<file path="config.mk">
export PLATFORM = sky130hd
export DESIGN_NAME = sqvs_front_flat
export DESIGN_NICKNAME = d
export VERILOG_FILES = /design/src/design/sqvs_pkg.sv /design/src/design/sqvs_if.sv /design/src/design/sqvs_front.sv /design/src/flat_wrapper.sv
export SDC_FILE = /design/constraint.sdc
export NUM_CORES = 1
export LEC_CHECK = 0
export BUFFER_PORTS_ARGS = -buffer_cell sky130_fd_sc_hd__buf_2
export CORE_AREA = 3 3 204 206
export CTS_BUF_LIST = sky130_fd_sc_hd__clkbuf_4 sky130_fd_sc_hd__clkbuf_8
export CTS_CLUSTER_DIAMETER = 30
export DETAILED_ROUTE_END_ITERATION = 8
export DIE_AREA = 0 0 207 209
export PLACE_DENSITY_LB_ADDON = 0.25
export SYNTH_ARGS = -nofsm -noshare
export SYNTH_HDL_FRONTEND = slang
export SYNTH_SLANG_ARGS = --single-unit
</file>
<file path="constraint.sdc">
create_clock -name clock -period 6.7 [get_ports clock]
set_input_delay 0.335 -clock clock [delete_from_list [all_inputs] [get_ports clock]]
set_output_delay 0.335 -clock clock [all_outputs]
set_load 0.01 [all_outputs]
</file>
<file path="src/design/sqvs_pkg.sv">
// Package for the sprite quad vertex setup block.
// Holds the queue item type, fixed-point constants and helper functions.
// No dependencies.
package sqvs_pkg;

   // Divider operand widths
   localparam int NUM_W = 48;
   localparam int DEN_W = 23;

   localparam longint unsigned PI_HALF_Q30 = 64'd1686629713;

   // Configuration register indexes
   localparam logic [1:0] REG_VP_W  = 2'd0;
   localparam logic [1:0] REG_VP_H  = 2'd1;
   localparam logic [1:0] REG_TEX_W = 2'd2;
   localparam logic [1:0] REG_TEX_H = 2'd3;

   // One classified sprite waiting for the back end
   typedef struct packed {
      logic signed [25:0] cx9;
      logic signed [25:0] cy9;
      logic signed [23:0] dw;
      logic signed [23:0] dh;
      logic [31:0]        rgba;
      logic [15:0]        angle;
      logic signed [24:0] u_lo;
      logic signed [24:0] u_hi;
      logic signed [24:0] v_lo;
      logic signed [24:0] v_hi;
   } sqvs_item_type;

   // Quarter-wave sine entry in Q1.15 from an angle in Q30 radians
   function automatic logic [15:0] sine_from_theta(input longint unsigned theta);
      longint unsigned t2;
      longint unsigned term;
      longint          sum;
      longint          r;
      t2   = (theta * theta) >> 30;
      term = theta;
      sum  = longint'(theta);
      term = ((term * t2) >> 30) / 6;   sum = sum - longint'(term);
      term = ((term * t2) >> 30) / 20;  sum = sum + longint'(term);
      term = ((term * t2) >> 30) / 42;  sum = sum - longint'(term);
      term = ((term * t2) >> 30) / 72;  sum = sum + longint'(term);
      term = ((term * t2) >> 30) / 110; sum = sum - longint'(term);
      term = ((term * t2) >> 30) / 156; sum = sum + longint'(term);
      term = ((term * t2) >> 30) / 210; sum = sum - longint'(term);
      if (sum < 0) sum = 0;
      r = (sum + 16384) >>> 15;
      if (r > 32768) r = 32768;
      return r[15:0];
   endfunction

   // Vertex slot to corner: TL, TR, BL, BL, TR, BR
   function automatic logic [1:0] corner_of(input logic [2:0] slot);
      logic [1:0] c;
      case (slot)
         3'd0: c = 2'd0;
         3'd1: c = 2'd1;
         3'd2: c = 2'd2;
         3'd3: c = 2'd2;
         3'd4: c = 2'd1;
         default: c = 2'd3;
      endcase
      return c;
   endfunction

   // Saturate to signed Q3.16
   function automatic logic [19:0] sat20(input logic signed [48:0] v);
      logic [19:0] r;
      if (v < -49'sd524288)      r = 20'h80000;
      else if (v > 49'sd524287)  r = 20'h7FFFF;
      else                       r = v[19:0];
      return r;
   endfunction

endpackage

</file>
<file path="src/design/sqvs_if.sv">
// Channel interfaces for the sprite quad vertex setup block.
// Depends on nothing; carries sprite requests and vertex results.
interface sqvs_req_if;
   logic               valid;
   logic               ready;
   logic signed [23:0] dest_left;
   logic signed [23:0] dest_top;
   logic signed [23:0] dest_width;
   logic signed [23:0] dest_height;
   logic [31:0]        rgba;
   logic [15:0]        turn_angle;
   logic signed [23:0] src_left;
   logic signed [23:0] src_top;
   logic signed [23:0] src_width;
   logic signed [23:0] src_height;

   modport source (output valid, dest_left, dest_top, dest_width, dest_height, rgba,
                   turn_angle, src_left, src_top, src_width, src_height, input ready);
   modport sink   (input valid, dest_left, dest_top, dest_width, dest_height, rgba,
                   turn_angle, src_left, src_top, src_width, src_height, output ready);
endinterface


</file>
<file path="src/design/sqvs_front.sv">
// Front end: takes sprite requests, forms centers and source edges.
// Depends on sqvs_pkg and sqvs_req_if; feeds sqvs_fifo.
module sqvs_front
   import sqvs_pkg::*;
(
   input  logic          clock,
   input  logic          reset,
   sqvs_req_if.sink      req_ch,
   output logic          push,
   output sqvs_item_type push_data,
   input  logic          full
);

   logic          valid_ff, valid_in;
   sqvs_item_type item_ff, item_in;
   logic          take;

   assign req_ch.ready = !valid_ff || !full;
   assign take         = req_ch.valid && req_ch.ready;
   assign push         = valid_ff && !full;
   assign push_data    = item_ff;

   // doubled centers and source edge positions
   always_comb begin
      item_in.cx9   = 26'(2 * 26'(req_ch.dest_left)) + 26'(req_ch.dest_width);
      item_in.cy9   = 26'(2 * 26'(req_ch.dest_top)) + 26'(req_ch.dest_height);
      item_in.dw    = req_ch.dest_width;
      item_in.dh    = req_ch.dest_height;
      item_in.rgba  = req_ch.rgba;
      item_in.angle = req_ch.turn_angle;
      item_in.u_lo  = 25'(req_ch.src_left);
      item_in.u_hi  = 25'(req_ch.src_left) + 25'(req_ch.src_width);
      item_in.v_lo  = 25'(req_ch.src_top);
      item_in.v_hi  = 25'(req_ch.src_top) + 25'(req_ch.src_height);
      valid_in      = take || (valid_ff && full);
   end

   always_ff @(posedge clock) begin
      if (reset) valid_ff <= 1'b0;
      else       valid_ff <= valid_in;
   end

   always_ff @(posedge clock) begin
      if (take) item_ff <= item_in;
   end

endmodule

</file>
<file path="src/flat_wrapper.sv">
// flat-port wrapper written by rule: the top's interface ports become plain ports
module sqvs_front_flat import sqvs_pkg::*;
  (clock, reset, push, push_data, full, req_ch_valid, req_ch_dest_left, req_ch_dest_top, req_ch_dest_width, req_ch_dest_height, req_ch_rgba, req_ch_turn_angle, req_ch_src_left, req_ch_src_top, req_ch_src_width, req_ch_src_height, req_ch_ready);
  sqvs_req_if req_ch_i ();
  input  logic clock;
  input  logic reset;
  output logic push;
  output sqvs_item_type push_data;
  input  logic full;
  input wire logic [$bits(req_ch_i.valid)-1:0] req_ch_valid;
  input wire logic [$bits(req_ch_i.dest_left)-1:0] req_ch_dest_left;
  input wire logic [$bits(req_ch_i.dest_top)-1:0] req_ch_dest_top;
  input wire logic [$bits(req_ch_i.dest_width)-1:0] req_ch_dest_width;
  input wire logic [$bits(req_ch_i.dest_height)-1:0] req_ch_dest_height;
  input wire logic [$bits(req_ch_i.rgba)-1:0] req_ch_rgba;
  input wire logic [$bits(req_ch_i.turn_angle)-1:0] req_ch_turn_angle;
  input wire logic [$bits(req_ch_i.src_left)-1:0] req_ch_src_left;
  input wire logic [$bits(req_ch_i.src_top)-1:0] req_ch_src_top;
  input wire logic [$bits(req_ch_i.src_width)-1:0] req_ch_src_width;
  input wire logic [$bits(req_ch_i.src_height)-1:0] req_ch_src_height;
  output wire logic [$bits(req_ch_i.ready)-1:0] req_ch_ready;
  assign req_ch_i.valid = req_ch_valid;
  assign req_ch_i.dest_left = req_ch_dest_left;
  assign req_ch_i.dest_top = req_ch_dest_top;
  assign req_ch_i.dest_width = req_ch_dest_width;
  assign req_ch_i.dest_height = req_ch_dest_height;
  assign req_ch_i.rgba = req_ch_rgba;
  assign req_ch_i.turn_angle = req_ch_turn_angle;
  assign req_ch_i.src_left = req_ch_src_left;
  assign req_ch_i.src_top = req_ch_src_top;
  assign req_ch_i.src_width = req_ch_src_width;
  assign req_ch_i.src_height = req_ch_src_height;
  assign req_ch_ready = req_ch_i.ready;
  sqvs_front u_core (.clock(clock), .reset(reset), .req_ch(req_ch_i), .push(push), .push_data(push_data), .full(full));
endmodule
</file>
* Word-level counts from Yosys, hierarchy flattened *
Cells that the tools add are included.

cells by class
  $add $sub $neg = 4
  reduce and logical (&&, ||, !) cells = 7

operators with widths
  cell                     number
  adder 25 x 24 -> 26 bit  2
  adder 24 x 24 -> 25 bit  2
  logical AND 1 bit        3
  zero test 1 bit          2
  logical OR 1 bit         2

storage, ports and cells
  register bits after elaboration = 247
  input bits = 244

* Longest topological paths before layout *
  word-level depth = 4
  mapped depth = 9
  gate-level depth less buffers = 9

* Worst setup path before layout *
No wires, ideal clock.

  kind = input to register
  start = input port full
  end = register u_core.item_ff (netlist bit u_core.push_data[0]), enable pin
  cell stages on the path = 2
  setup time = 637 ps
  slack = 26 ps
  required time = 6063 ps
  arrival time = 6037 ps
  cells stage by stage = nand2_1 and2_1

between the ends
  cells in the longest elaborated chain, start to end = 3

ends and longest elaborated chain
  item                  line               text
  start, declared       flat_wrapper.sv:9  input logic full;
  zero test 1 bit       sqvs_front.sv:18   assign req_ch.ready = !valid_ff || !full;
  logical OR 1 bit      sqvs_front.sv:18
  logical AND 1 bit     sqvs_front.sv:19   assign take = req_ch.valid && req_ch.ready;
  net u_core.take       sqvs_front.sv:16   logic take;
  end signal, assigned  sqvs_front.sv:44   if (take) item_ff <= item_in;
  end, declared         sqvs_front.sv:15   sqvs_item_type item_ff, item_in;

The timed path passes the listed nets, and every way through them passes these cells.
A chain may end at the register's enable or synchronous reset.

==> results.cfg <==
[clock_network]
cts-htree-levels = 3
cts_tree = done
clk_transition_reported_paths_ns = 0.05
root_buffer = clkbuf_8
cts.sinks = 245
cts_setup_buffers = 0
cts_resized = 0
ctsHoldBuffers = 150
cts_buffers = 71
cts_buffer_depth = 3
insertion_delay_ns = 0.61

[logic_synthesis]
ys.flop_type = edfxtp_1
ys_seq_elements = 245
synth-async-reset-ratio_pct = 0
yosysSeqAreaShare_pct = 61.5
yosysUniqueCellTypes = 60
synth_fa_ha_area_share_pct = 10.7
yosysWarnings = 0
synthMuxAreaShare_pct = 0.251
syn-cell-area_um2 = 12000
synth_edf_count = 244
synth_xor_area_share_pct = 6.08
synth_top_family_by_area = compound AO/OA/AOI/OAI gates
synth_fp_nets = 1212
synth_compound_area_share_pct = 13.5
syn_inst = 868
postSynthAreaPerCell_um2 = 13.8
synthSimpleGateAreaFrac_pct = 6.75

[final_layout]
finalNetCount = 1917
drive_above_1_share_pct = 38.4
mostFrequentLayoutCells = 493 x buf_2, 244 x edfxtp_1, 150 x dlygate4sd3_1, 96 x ha_1, 80 x a21oi_1
final_area_um2 = 18100
fill_cells = 3741
layout_commonest_cell = buf_2
final_util_pct = 45.5
area_delta_synth_final_pct = 51.5

[global_routing]
grt_max_degree = 126
antenna_found_initial = 5
grt_pass1_wl_mm = 55.9
grt_pass1_vias = 10300
grt-ovfl-total = 0
grt_usage_pct = 16.3

[sta]
clock_skew_ns = 0.0255
slew_headroom_pct = 41.3
post-route-period-util_pct = 44.0
clock.fmax_ghz = 0.339
period_needed_ns = 2.95
hold_viol_final = 0
setup_viol = 0
setup_slack_ns = 3.75
tightest_slew_ns = 0.880
maxSlewViolCount = 0
tns_ns = 0
rsz0062_at_grt = false

[die]
die_area_um2 = 43300
row_count = 73
coreArea_um2 = 39800
start_util_pct = 30.0
ios = 494
die_w_um = 207
die_y_um = 209

[place]
dp_slack_ns = 3.73
routabilityCongestion = 0.850
dpl-instance-area_um2 = 15000
place_hpwl_mm = 26.9
io_buffers = 493

[drt]
ant_nets = 0
post_drt_wl_per_cell_um = 16.9
routed_via_density = 4.59
vias = 9898
drt_wl_total_mm = 36.4
drt-initial-drc-count = 398
drt-pass1-iter-count = 4
drc = 0

[power_and_ir_drop]
power_per_cell_area_nw_per_um2 = 278
p_leak_nw = 7.96
vdd_drop_max_mv = 0.193

[outcome]
outcome = complete, no violations

[setup_path]
crit_fanout = 5
cp-end-kind = flop
worstSetupPathType = in -> reg
arrival_ns = 3.28
cp.required_ns = 7.03
start_kind = input pin

[flow_run]
drv_cap = 0

[worst_hold_path]
hold_class = in -> reg
[metal layers]
layer  GRT usage, %  wire length (um)  up-vias
met5              0                21        -
met4           7.63              1150        4
met3           5.55              2960       75
met2           27.4             18000      392
met1           18.6             14300     4621
li1               -                 -     4806
[where the power goes]
part | internal, W | switching, W
clock | 0.00144 | 0.000807
combinational | 0.000401 | 0.000484
sequential | 0.00187 | 0.0000329
total | 0.00372 | 0.00132
[worst paths after layout]
| check | start | end | slack [ns] | cells after the start |
|---|---|---|---|---|
| worst min register to register | u_core.valid_ff | u_core.push_data[48] | 1.08 | 2 |
| worst max register to register | u_core.valid_ff | u_core.push_data[54] | 4.40 | 3 |
| worst min-delay path | req_ch_src_height[1] | u_core.push_data[1] | 0.12 | 2 |
| worst max-delay path | req_ch_src_left[0] | u_core.push_data[72] | 3.75 | 11 |
[state kept, by name, summed over array words and instances (netlist names)]
name / count
u_core.push_data: 244
u_core.valid_ff: 1
[kinds of logic (layout without fill, tap and decap cells)]
| kind of cell | Yosys count | after routing |
|---|---|---|
| AO/OA/AOI/OAI | 241 | 241 |
| XOR/XNOR | 83 | 83 |
| adder cells (fa/ha/maj) | 100 | 100 |
| buffers and inverters | 32 | 793 |
| flip-flops | 245 | 245 |
| multiplexers | 3 | 3 |
| other | 0 | 2 |
| AND/OR/NAND/NOR | 164 | 164 |
[Yosys cell counts, drive strengths merged (2+ instances only)]
cell | instances | share of area [%]
a2111oi | 2 | 0.30
a211o | 3 | 0.22
a211oi | 7 | 0.48
a21boi | 4 | 0.25
a21o | 50 | 3.1
a21oi | 80 | 3.3
a221o | 2 | 0.17
a311oi | 2 | 0.15
a31o | 2 | 0.15
a31oi | 12 | 0.63
and2 | 5 | 0.26
and3 | 16 | 0.84
buf | 6 | 0.39
clkbuf | 7 | 0.22
edfxtp | 244 | 61
fa | 4 | 0.67
ha | 96 | 10
inv | 18 | 0.57
mux2i | 3 | 0.25
nand2 | 39 | 1.2
nand2b | 8 | 0.42
nand3 | 19 | 0.80
nand3b | 2 | 0.13
nand4 | 5 | 0.26
nor2 | 40 | 1.3
nor2b | 7 | 0.37
nor3 | 15 | 0.63
nor4 | 3 | 0.28
o2111ai | 2 | 0.15
o211ai | 5 | 0.31
o21a | 9 | 0.57
o21ai | 34 | 1.4
o21ba | 2 | 0.17
o21bai | 8 | 0.50
o22ai | 4 | 0.21
o311a | 2 | 0.26
o311ai | 2 | 0.15
o31ai | 3 | 0.23
or3 | 2 | 0.10
xnor2 | 52 | 3.8
xor2 | 31 | 2.3
[per-stage QoR]
stage / hold WS, ns / instances / power (W)
4_1_cts: 0.0234 / 2154 / 0.00514
6_report: 0.121 / 2156 / 0.00504
3_3_place_gp: 0.493 / 1875 / 0.00274
5_1_grt: 0.0642 / 2155 / 0.00531
2_1_floorplan: 0.407 / 868 / 0.00244
3_5_place_dp: 0.499 / 1875 / 0.00275
[worst max-delay path, cell delays in order]
cell	delay (ns)
dlygate4sd3_1	0.55
buf_2	0.14
ha_1	0.22
fa_1	0.41
a21o_1	0.20
a21oi_1	0.26
o21ai_0	0.17
a211o_1	0.36
a21oi_1	0.34
a21oi_1	0.14
xor2_1	0.16
[layout make-up]
| class | instances | area [um2] | share of cell area, % |
|---|---|---|---|
| diodes | 2 | 5.00 | 0.0276 |
| clock buffers | 79 | 1050 | 5.79 |
| clock inverters | 50 | 524 | 2.89 |
| inverters | 19 | 71.3 | 0.394 |
| multi-input cells | 591 | 4470 | 24.6 |
| flip-flops and latches | 245 | 7350 | 40.6 |
| well taps | 525 | 657 | 3.63 |
| repair buffers | 645 | 4000 | 22.1 |
Note: power is estimated with default switching activity, not from simulation.
