<file path="config.mk">
export PLATFORM = sky130hd
export DESIGN_NAME = sqvs_fifo
export DESIGN_NICKNAME = d
export VERILOG_FILES = /design/src/design/sqvs_pkg.sv /design/src/design/sqvs_fifo.sv
export SDC_FILE = /design/constraint.sdc
export NUM_CORES = 1
export LEC_CHECK = 0
export ABC_AREA = 0
export BUFFER_PORTS_ARGS = -buffer_cell sky130_fd_sc_hd__buf_2
export CORE_MARGIN = 2
export CORE_UTILIZATION = 50
export DETAILED_ROUTE_END_ITERATION = 8
export GPL_TIMING_DRIVEN = 0
export PLACE_DENSITY = 0.76
export SLEW_MARGIN = 10
export SYNTH_ARGS = -nofsm -noshare
export SYNTH_HDL_FRONTEND = slang
export SYNTH_SLANG_ARGS = --single-unit
</file>
<file path="constraint.sdc">
create_clock -name clock -period 7.2 [get_ports clock]
set_input_delay 0 -clock clock [delete_from_list [all_inputs] [get_ports clock]]
set_output_delay 0 -clock clock [all_outputs]
set_load 0.05 [all_outputs]
</file>
<file path="src/design/sqvs_pkg.sv">
// Package for the sprite quad vertex setup block.
// Holds the queue item type, fixed-point constants and helper functions.
// No dependencies.
package sqvs_pkg;

   // Divider operand widths
   localparam int NUM_W = 48;
   localparam int DEN_W = 23;

   localparam longint unsigned PI_HALF_Q30 = 64'd1686629713;

   // Configuration register indexes
   localparam logic [1:0] REG_VP_W  = 2'd0;
   localparam logic [1:0] REG_VP_H  = 2'd1;
   localparam logic [1:0] REG_TEX_W = 2'd2;
   localparam logic [1:0] REG_TEX_H = 2'd3;

   // One classified sprite waiting for the back end
   typedef struct packed {
      logic signed [25:0] cx9;
      logic signed [25:0] cy9;
      logic signed [23:0] dw;
      logic signed [23:0] dh;
      logic [31:0]        rgba;
      logic [15:0]        angle;
      logic signed [24:0] u_lo;
      logic signed [24:0] u_hi;
      logic signed [24:0] v_lo;
      logic signed [24:0] v_hi;
   } sqvs_item_type;

   // Quarter-wave sine entry in Q1.15 from an angle in Q30 radians
   function automatic logic [15:0] sine_from_theta(input longint unsigned theta);
      longint unsigned t2;
      longint unsigned term;
      longint          sum;
      longint          r;
      t2   = (theta * theta) >> 30;
      term = theta;
      sum  = longint'(theta);
      term = ((term * t2) >> 30) / 6;   sum = sum - longint'(term);
      term = ((term * t2) >> 30) / 20;  sum = sum + longint'(term);
      term = ((term * t2) >> 30) / 42;  sum = sum - longint'(term);
      term = ((term * t2) >> 30) / 72;  sum = sum + longint'(term);
      term = ((term * t2) >> 30) / 110; sum = sum - longint'(term);
      term = ((term * t2) >> 30) / 156; sum = sum + longint'(term);
      term = ((term * t2) >> 30) / 210; sum = sum - longint'(term);
      if (sum < 0) sum = 0;
      r = (sum + 16384) >>> 15;
      if (r > 32768) r = 32768;
      return r[15:0];
   endfunction

   // Vertex slot to corner: TL, TR, BL, BL, TR, BR
   function automatic logic [1:0] corner_of(input logic [2:0] slot);
      logic [1:0] c;
      case (slot)
         3'd0: c = 2'd0;
         3'd1: c = 2'd1;
         3'd2: c = 2'd2;
         3'd3: c = 2'd2;
         3'd4: c = 2'd1;
         default: c = 2'd3;
      endcase
      return c;
   endfunction

   // Saturate to signed Q3.16
   function automatic logic [19:0] sat20(input logic signed [48:0] v);
      logic [19:0] r;
      if (v < -49'sd524288)      r = 20'h80000;
      else if (v > 49'sd524287)  r = 20'h7FFFF;
      else                       r = v[19:0];
      return r;
   endfunction

endpackage

</file>
<file path="src/design/sqvs_fifo.sv">
// Two-entry queue between the front and back ends.
// Depends on sqvs_pkg for the item type.
module sqvs_fifo
   import sqvs_pkg::*;
(
   input  logic          clock,
   input  logic          reset,
   input  logic          push,
   input  sqvs_item_type push_data,
   output logic          full,
   input  logic          pop,
   output sqvs_item_type pop_data,
   output logic          empty
);

   sqvs_item_type mem_ff [0:1];
   logic          wr_ptr_ff, wr_ptr_in;
   logic          rd_ptr_ff, rd_ptr_in;
   logic [1:0]    count_ff, count_in;

   assign full     = (count_ff == 2'd2);
   assign empty    = (count_ff == 2'd0);
   assign pop_data = mem_ff[rd_ptr_ff];

   // pointer and occupancy update
   always_comb begin
      wr_ptr_in = wr_ptr_ff ^ push;
      rd_ptr_in = rd_ptr_ff ^ pop;
      count_in  = count_ff + {1'b0, push} - {1'b0, pop};
   end

   always_ff @(posedge clock) begin
      if (reset) begin
         wr_ptr_ff <= 1'b0;
         rd_ptr_ff <= 1'b0;
         count_ff  <= 2'd0;
      end else begin
         wr_ptr_ff <= wr_ptr_in;
         rd_ptr_ff <= rd_ptr_in;
         count_ff  <= count_in;
      end
   end

   always_ff @(posedge clock) begin
      if (push) mem_ff[wr_ptr_ff] <= push_data;
   end

endmodule

</file>
## After elaboration in Yosys (flattened, before gate mapping)

Memories as Yosys holds them, arrays and structs flattened. A register that Yosys moved wholly into a read port is not among the register bits.
Cells that the tools add are included.
W data, S select, Z words.

- Register bits: 4
- Memory bits (writable): 496
- Input bits: 252
- Output and inout bits: 250
- Memories kept: 1

- Add/sub/neg operators: 2
- Equal/unequal tests: 1
- Mux-type cells: 3
- Bitwise logic cells: 2
- Reduce and logical (&&, ||, !) cells: 1

Memories:

| memory | words | width | rd ports | clocked after Yosys merged registers in | wr ports | line | RTL |
|---|---|---|---|---|---|---|---|
| mem_ff | 2 | 248 | 1 | 1 | 1 | sqvs_fifo.sv:16 | `sqvs_item_type mem_ff [0:1];` |

Operators by type and width:

| cell | count |
|---|---|
| $mux W1 | 3 |
| $add A2 B1 Y2 | 1 |
| $eq A2 B2 Y1 const B | 1 |
| $logic_not A2 Y1 | 1 |
| $sub A2 B1 Y2 | 1 |
| $xor A1 B1 Y1 | 2 |

## Longest topological paths before layout

Gate-level depths: netlist (run 1).

- Depth after elaboration: 2
- Mapped depth: 6
- Depth with buffers taken out: 6

## Least setup slack after synthesis (run 1)

OpenSTA, ideal clock, no wires.

- Path kind: flip-flop to flip-flop
- Start point: register wr_ptr_ff
- End point: memory mem_ff[0][0] (netlist name) (enable)
- Data arrival time: 6,049 ps
- Required time: 6,558 ps
- Setup slack: 510 ps
- Stages on the path, launching flop included: 3
- Buffers on the path: 0
- Clock period less this slack: 6,690 ps
- Cells stage by stage: dfxtp_1 -> inv_1 -> ha_1

RTL lines:

| element | line | RTL |
|---|---|---|
| start, declared | sqvs_fifo.sv:17 | `logic wr_ptr_ff, wr_ptr_in;` |
| start signal, assigned | sqvs_fifo.sv:38 | `wr_ptr_ff <= wr_ptr_in;` |
| end, declared | sqvs_fifo.sv:16 |  |

No word-level cell before the write port.

## Worst setup path after layout (run 1)

- Start point: register wr_ptr_ff
- End point: memory mem_ff[0][62] (netlist name) (enable)

No word-level cell before the write port.

==> key figures, run 1 <==
Run status
  – Outcome: finished, final reports clean

GRT
  – First-pass GRT wire length: between 60000 and 70000 µm
  – Largest net degree at the start of global routing: 59
  – Vias in the first global route: 11800
  – Initial antenna violation count: 5
  – GRT overflow: 0
  – All-Layer GR Usage: 0.236

Routing
  – Total number of vias: 10700
  – DR pass1 iterations: 5
  – Wire per inst: 22.0 µm
  – Routed vias/inst: around 5.0
  – Post-route ant nets: 0
  – Post-Route WL: 47500 µm
  – Initial DRC count: 435
  – DRC: 0

Clock network
  – Clock sinks: 500
  – # resized after CTS: 0
  – CTS buffer count: 49
  – CTS root buf: clkbuf_16
  – Post-CTS Repair Setup Buffers: 0
  – H-tree levels: 2
  – Deepest clock path buffer count: 3
  – CTS clk-pin slew, worst paths: 0.07 ns
  – Clk_lat worst skew: 0.57 ns
  – CTS tree: built

Synth
  – Syn Std Cell Area: 18900 µm²
  – Syn Inst Count: 791
  – Largest family of logic cells by synthesized area: multiplexers
  – Syn avg cell area: roughly 24 µm²
  – Seq cells post-synth: 500
  – Post-synthesis compound-gate area fraction: 0
  – Distinct cells, synth: 12
  – Simple-gate share of the synthesized area: 0.00145
  – Synth Net Count: 1047
  – Synth warnings: 0
  – Mux share of post-synthesis cell area: 0.187
  – Sequential share of the synthesized area: 0.791
  – Xor and xnor fraction of the mapped netlist area: 0.00165
  – Adder-cell share of the synthesized area: 0.00264

Timing
  – Final number of setup-violating endpoints: 0
  – Measured slew at the worst slew-check pin: 0.443 ns
  – Hold Fails Final Rpt: 0
  – Final period demand of the worst path: 2.07 ns
  – Relative slew slack: 0.705
  – Min Hold Slack: around 0.16 ns
  – Setup Skew: ~0.0085 ns
  – Final period utilization: 0.287
  – Pins Over Slew Limit: 0
  – Final WS setup: between 5 and 6 ns
  – Fmax: 0.484 GHz
  – RSZ-0062 raised after global routing: no

Layout
  – Commonest non-fill, non-tap cell in the layout: buf_2
  – Non-Filler Instances: about 2200
  – Area Growth Syn to Fin: 39.1%
  – Share of layout cells above drive strength 1: 0.520
  – Most frequent cells in the layout: buf_2 (504), edfxtp_1 (496), dlygate4sd3_1 (252), mux2_4 (202), clkbuf_16 (49)
  – Fillers: 2263
  – Register area: 15000 µm²
  – Multi-input logic area: 3680 µm²
  – Layout Nets: 1861

Power and ir drop
  – P per Cell Area: between 200 and 300 nW/µm²
  – Total chip power: 7.29 mW
  – Leakage power: about 10 nW
  – VDD IR max: 0.250 mV

Floorplan
  – Die area: 39500 µm²
  – Starting density of the core: 0.505
  – Placeable Area: 37500 µm²
  – # IOs: 502
  – FP Rows: 71
  – Die width: 199 µm
  – Die height: 199 µm

Placed design
  – DP HPWL: 28400 µm
  – Placed insts: 1813
  – Port bufs: 501
  – GP Congestion: 0.749
  – Setup WS pre-CTS: 5.11 ns

Setup path
  – CP startpoint kind: flop
  – WP data required: ~7.5 ns
  – Critical Path AT: ~2.3 ns
  – Kind of critical path: flop to flop
  – Setup crit end kind: flop
  – CP Max Fanout: 49

Job
  – Number of max-cap violations: 0

Worst hold path
  – Hold Path Class: primary input to flop
==> Yosys cell counts <==
cell type    n  area [µm²]
edfxtp_1   496       14900
mux2_4     202        3030
mux2_2      46         518
buf_6       25         282
dfxtp_1      4        80.1
ha_1         4        50.1
nor2_1       4        15.0
buf_2        3        15.0
inv_1        3        11.3
nor2b_1      2        12.5
xnor2_1      1        8.76
xnor3_1      1        22.5
==> per-layer routing <==
metal / routed length [µm] / share of wire / global-route usage
met1: 16500 / 0.35 / 0.255
met2: 24600 / 0.52 / 0.422
met3: 4490 / 0.095 / 0.0758
met4: 1870 / 0.039 / 0.107
met5: 24 / 0.00051 / 0
==> flip-flops by register name (all words and copies together), names as in the netlist <==
register / count
wr_ptr_ff: 1
mem_ff: 496
rd_ptr_ff: 1
count_ff: 2
==> final timing paths <==
check                                    start        endpoint  slack [ns]  cells after the start
worst max-delay path                 wr_ptr_ff   mem_ff[0][62]        5.13                      5
worst min-delay path            push_data[239]  mem_ff[1][239]        0.16                      2
worst max register to register       wr_ptr_ff   mem_ff[0][62]        5.13                      5
worst min register to register     count_ff[1]     count_ff[1]        0.67                      2
==> layout make-up <==
class,instances,area share
clock inverter,30,0.00727
clock buffer,57,0.0477
timing repair buffer,763,0.201
inverter,3,0.000427
buffer,28,0.0113
sequential,500,0.568
antenna,4,0.000380
multi-input combinational,260,0.140
tap,511,0.0243
==> worst max-delay path: stages, from the launching register on <==
cell and delay [ns]:
dfxtp_1 0.33, inv_1 0.09, ha_4 0.42, buf_12 0.28, buf_16 0.29, buf_12 0.28
==> cells by family (layout without fill, tap and decap cells) <==
family / Yosys count / after routing
xor gates and xnor gates: 2 / 2
adders and majority gates: 4 / 4
buffers and inverters: 31 / 881
DFF: 500 / 500
muxes: 248 / 248
other: 0 / 4
and+or+nand+nor: 6 / 6
==> power by group <==
group,internal [mW],switching (mW)
Clock,1.32,1.05
Sequential,3.40,0.0490
Combinational,0.524,0.953
Total,5.24,2.05
==> what timing repair did <==
| action | CTS | global route |
|---|---|---|
| endpoints found under the hold margin | 500 | 0 |
| hold buffers | 252 | 0 |
| endpoints found under the setup margin | 0 | 0 |
==> stage by stage <==
stage / area [µm²] / TNS [ns] / util
after floorplan: 18900 / 0 / -
after global placement: 22100 / -1319.30 / 0.589
after detailed placement: 22400 / 0 / 0.597
after CTS: 26300 / 0 / 0.703
after global routing: 26300 / 0 / 0.703
final: 26300 / 0 / 0.703
Power figures use the tool's default switching activity.
==> run 2, diff against run 1 <==
clock period = 2.1 ns   (was 7.2 ns; I/O delays follow)
==> run 2 against run 1 <==
Clock skew rose by 0.0057 ns. Worst setup slack got worse by 5.1 ns. Combinational power rose to 3.4 times the previous value.
==> key figures, run 2 (same netlist as run 1, synthesis figures left out) <==
Worst hold path
  – Hold Path Class: primary input to flop

GRT
  – Global routing met3 resource utilization: 0.0787
  – GRT overflow: 0
  – Initial antenna violation count: 6
  – Largest net degree at the start of global routing: 59
  – First-pass GRT wire length: 67900 µm
  – All-Layer GR Usage: 0.233
  – Vias in the first global route: 11600
  – Met2 Use GR: 0.422
  – Top Usage Layer GRT: met2
  – M1 GR Usage: 0.250

Setup path
  – WP data required: 2.10 ns
  – Critical Path AT: 2.03 ns
  – CP startpoint kind: flop
  – Kind of critical path: flop to primary output
  – CP Max Fanout: 10
  – Setup crit end kind: primary output

Layout
  – Most frequent cells in the layout: buf_2 (504), edfxtp_1 (496), dlygate4sd3_1 (252), mux2_4 (202), clkbuf_16 (51)
  – Layout Nets: 1859
  – Commonest non-fill, non-tap cell in the layout: buf_2
  – Area Growth Syn to Fin: 39.9%
  – Largest regs: mem_ff x496, count_ff x2
  – Fin area: about 26000 µm²
  – Fillers: around 2200
  – Share of layout cells above drive strength 1: 0.526
  – Max reg flops: between 400 and 500
  – Largest register by flop count: mem_ff

Routing
  – DRC: 0
  – Routed vias/inst: about 5.0
  – Wire per inst: 21.9 µm
  – Total number of vias: 10700
  – Post-Route WL: about 47000 µm
  – Post-route ant nets: 0
  – Initial DRC count: 510
  – DR pass1 iterations: 4

Floorplan
  – # IOs: 502
  – Die height: 199 µm
  – Starting density of the core: 0.505
  – FP Rows: between 70 and 80
  – Die area: between 30000 and 40000 µm²
  – Placeable Area: 37500 µm²
  – Die width: 199 µm

Clock network
  – Deepest clock path buffer count: 3
  – CTS buffer count: between 40 and 50
  – Clock sinks: 500
  – H-tree levels: 2
  – CTS clk-pin slew, worst paths: 0.06 ns
  – Clk_lat worst skew: 0.58 ns
  – CTS tree: built
  – Post-CTS Repair Setup Buffers: 0
  – CTS root buf: clkbuf_16

Placed design
  – DP HPWL: 28400 µm
  – Port bufs: 501
  – Placed Area: 22300 µm²
  – GP Congestion: 0.759

Power and ir drop
  – Leakage power: 10.5 nW
  – P per Cell Area: 973 nW/µm²
  – VDD IR max: about 0.84 mV
  – Total chip power: 25.8 mW

Timing
  – Pins Over Slew Limit: 0
  – Final period utilization: 0.969
  – Fmax: roughly 0.49 GHz
  – RSZ-0062 raised after global routing: no
  – Final number of setup-violating endpoints: 0
  – Relative slew slack: 0.570
  – Final period demand of the worst path: about 2 ns
  – Setup Skew: 0.0143 ns
  – Measured slew at the worst slew-check pin: 0.645 ns
  – Hold Fails Final Rpt: 0

Run status
  – Outcome: finished, final reports clean

Job
  – Number of max-cap violations: 0
run 2: cell types whose count changed in the layout (fill, tap and decap cells not counted), moves of 2 or more:
cell | before | now
bufinv_16 | 2 | 6
inv_6 | 1 | 3
clkinv_1 | 15 | 6
buf_8 | 0 | 3
clkbuf_16 | 49 | 51
buf_6 | 25 | 21
buf_12 | 3 | 1
run 2: power breakdown:
group          total [mW]  switching (mW)  internal, mW
logic                5.07            3.27          1.80
registers            11.8           0.165          11.7
clock network        8.88            3.70          5.18
run 2: per-layer routing:
layer	vias up	routed length, µm
li1	4805	-
met1	5334	16800
met2	462	24700
met3	101	3940
met4	4	1600
met5	-	21
run 2: final cells by class:
cell class	count	area [µm²]	share of cell area
flip-flops and latches	500	15000	0.565
repair buffers	761	5250	0.198
multi-input cells	260	3680	0.139
clock buffers	59	1310	0.0493
well taps	511	639	0.0241
plain buffers	28	317	0.0119
clock inverters	28	304	0.0115
inverters	3	11.3	0.000425
diodes	4	10.0	0.000378
run 2: worst paths after layout:
path                       start              to  slack, ns  cells past startpoint
hold / removal    push_data[203]  mem_ff[1][203]       0.14                      2
hold reg to reg      count_ff[1]     count_ff[1]       0.77                      2
setup reg to reg       wr_ptr_ff   mem_ff[0][71]       0.12                      4
setup / recovery       rd_ptr_ff    pop_data[66]       0.07                      5
run 2: worst max-delay path, stage by stage (launching register included):
cell and delay (ns):
dfxtp_1 0.33, buf_6 0.14, buf_8 0.21, buf_6 0.22
mux2_4 0.32, buf_2 0.23
run 2: per-stage QoR:
stage               setup slack (ns)  utilization  std cells  hold WS, ns  TNS (ns)
CTS                           0.0136        0.707       2150        0.109         0
finish                        0.0655        0.707       2154        0.141         0
global placement               -1.49        0.590       1803        0.187   -717.98
floorplan                     -0.518            -        791       0.0593   -245.13
detailed placement             0.111        0.596       1811        0.191         0
global route                 0.00246        0.707       2154        0.115         0
run 2: what timing repair did:
item,CTS,global route
endpoints found under the hold margin,500,0
endpoints found under the setup margin,31,0
hold buffers,252,0
gates resized for setup,5,0
==> run 3, diff against run 2 <==
BUFFER_PORTS_ARGS = unset   (was -buffer_cell sky130_fd_sc_hd__buf_2)
DONT_BUFFER_PORTS = 1   (was unset)
GPL_TIMING_DRIVEN = unset   (was 0)
PLACE_DENSITY = unset   (was 0.76)
==> run 3 against run 2 <==
Worst setup slack better by 0.050 ns. Utilization decreased by 7.0 points. Worst hold slack got worse by 0.058 ns. Non-clock buffer count shrank 501. Critical path type unchanged. Cell area fell by 9.9%. Clock power is 6.8% lower. Fmax is 2.5% higher. Sequential share of layout area grew 6.3 points. Clock skew increased by 0.0024 ns. Wire length fell by 14%. Register-to-register slack gained 0.21 ns. Combinational power down 13%.
==> key figures, run 3 (same netlist as run 1, synthesis figures left out) <==
Layout
  – Largest register by flop count: mem_ff
  – Layout Nets: 1358
  – Most frequent cells in the layout: edfxtp_1 (496), dlygate4sd3_1 (253), mux2_4 (202), clkbuf_16 (49), mux2_2 (46)
  – Max reg flops: 496
  – Area Growth Syn to Fin: 26.0%
  – Non-Filler Instances: 1652
  – Share of layout cells above drive strength 1: 0.308
  – Fin area: 23900 µm²
  – Commonest non-fill, non-tap cell in the layout: edfxtp_1
  – Largest regs: mem_ff x496, count_ff x2

Clock network
  – CTS tree: built
  – CTS root buf: clkbuf_16
  – # resized after CTS: 0
  – Clock sinks: 500
  – Clk_lat worst skew: 0.57 ns
  – CTS buffer count: 49
  – Deepest clock path buffer count: 3
  – H-tree levels: 2
  – CTS clk-pin slew, worst paths: roughly 0.060 ns
  – Post-CTS Repair Setup Buffers: 0

Timing
  – Measured slew at the worst slew-check pin: 0.426 ns
  – Final number of setup-violating endpoints: 0
  – Final period demand of the worst path: roughly 2.0 ns
  – Min Hold Slack: slightly above 0.08 ns
  – Relative slew slack: 0.716
  – Fmax: a little over 0.5 GHz
  – Final WS setup: approximately 0.12 ns
  – RSZ-0062 raised after global routing: no
  – Pins Over Slew Limit: 0
  – Hold Fails Final Rpt: 0
  – Setup Skew: 0.0167 ns
  – Final period utilization: 0.945

GRT
  – Largest net degree at the start of global routing: 72
  – Vias in the first global route: 9291
  – First-pass GRT wire length: 58000 µm
  – Initial antenna violation count: 3
  – All-Layer GR Usage: 0.201
  – GRT overflow: 0

Power and ir drop
  – Total chip power: 24.5 mW
  – P per Cell Area: slightly above 1000 nW/µm²
  – Leakage power: 8.48 nW
  – VDD IR max: 0.662 mV

Routing
  – Total number of vias: between 8000 and 9000
  – DR pass1 iterations: 5
  – Wire per inst: 24.7 µm
  – Routed vias/inst: 5.19
  – DRC: 0
  – Initial DRC count: 406
  – Post-route ant nets: 0
  – Post-Route WL: 40700 µm

Setup path
  – CP startpoint kind: flop
  – CP Max Fanout: 23
  – Critical Path AT: 1.98 ns
  – Worst Path Buf+Inv: 2
  – Stages on worst setup path: 3
  – Kind of critical path: flop to primary output
  – Setup crit end kind: primary output
  – RR Endpoint: count_ff[0]
  – R2R depth: 6
  – Top cell by count, worst path: buf_12
  – Crit-path max cell delay: about 0.52 ns
  – Flop-to-flop setup slack: 0.33 ns
  – CP max stage cell: dfxtp_4
  – Crit path max-delay family: flip-flops
  – Critical path, cell by cell: buf_12 -> buf_12 -> mux2_4
  – Reg-to-reg startpoint: count_ff[0]
  – WP data required: 2.10 ns

Run status
  – Outcome: finished, final reports clean

Worst hold path
  – Hold Path End: mem_ff[1][18]
  – Hold Path Class: primary input to flop
  – Cell count of the worst hold path: 1
  – Hold_sp: push_data[18]

Floorplan
  – Starting density of the core: 0.505
  – Die width: approximately 200 µm
  – # IOs: 502
  – Die height: slightly below 200 µm
  – Placeable Area: ~37000 µm²
  – FP Rows: 71
  – Die area: 39500 µm²

Placed design
  – Setup WS pre-CTS: around 0.65 ns
  – GP Congestion: 0.783
  – Port bufs: 0
  – Placed Area: just under 20000 µm²
  – Placed insts: roughly 1300
  – DP HPWL: around 28000 µm

Job
  – Number of max-cap violations: 0
-- run 3: repair_timing --
action,4_1_cts,5_1_grt
endpoints found under the hold margin,519,0
hold buffers,253,0
endpoints found under the setup margin,0,0
-- run 3: through the flow --
step	setup TNS, ns	util
after CTS	0	0.636
after global placement	0	0.528
after detailed placement	0	0.528
final	0	0.637
after floorplan	-245.13	-
after global routing	0	0.636
-- run 3: how the worst max path moves through the flow --
stage                endpoint       from  slack [ns]
6_report        pop_data[159]  rd_ptr_ff        0.12
5_1_grt         pop_data[159]  rd_ptr_ff        0.03
4_1_cts         pop_data[159]  rd_ptr_ff        0.06
3_5_place_dp    mem_ff[1][75]  wr_ptr_ff        0.65
3_3_place_gp   mem_ff[1][160]  wr_ptr_ff        0.68
2_1_floorplan    mem_ff[0][0]  wr_ptr_ff       -0.52
-- run 3: layer usage --
metal | global-route usage | up-vias | part of all wire
li1 | - | 3785 | -
met1 | 0.215 | 4337 | 0.35
met2 | 0.363 | 386 | 0.53
met3 | 0.0817 | 68 | 0.098
met4 | 0.0575 | 6 | 0.022
met5 | 0 | - | 0.00096
-- run 3: layout make-up --
| class | count | area, µm² |
|---|---|---|
| Inverter | 3 | 11.3 |
| Sequential cell | 500 | 15000 |
| Clock inverter | 23 | 209 |
| Tap cell | 511 | 639 |
| Fill cell | 2533 | 13600 |
| Antenna cell | 3 | 7.51 |
| Clock buffer | 64 | 1310 |
| Timing Repair Buffer | 288 | 3020 |
| Multi-Input combinational cell | 260 | 3680 |
-- run 3: worst reg2reg max path: cells and delay by family, from the launching register on --
family,cells,cell delay (ns)
adders and majority gates,2,0.53
DFF,1,0.34
buffers and inverters,3,0.65
and+or+nand+nor,1,0.13
-- run 3: where the power goes --
group	switching (mW)	total [mW]	internal, mW
clock network	3.41	8.28	4.87
registers	0.173	11.8	11.7
logic	3.01	4.39	1.38
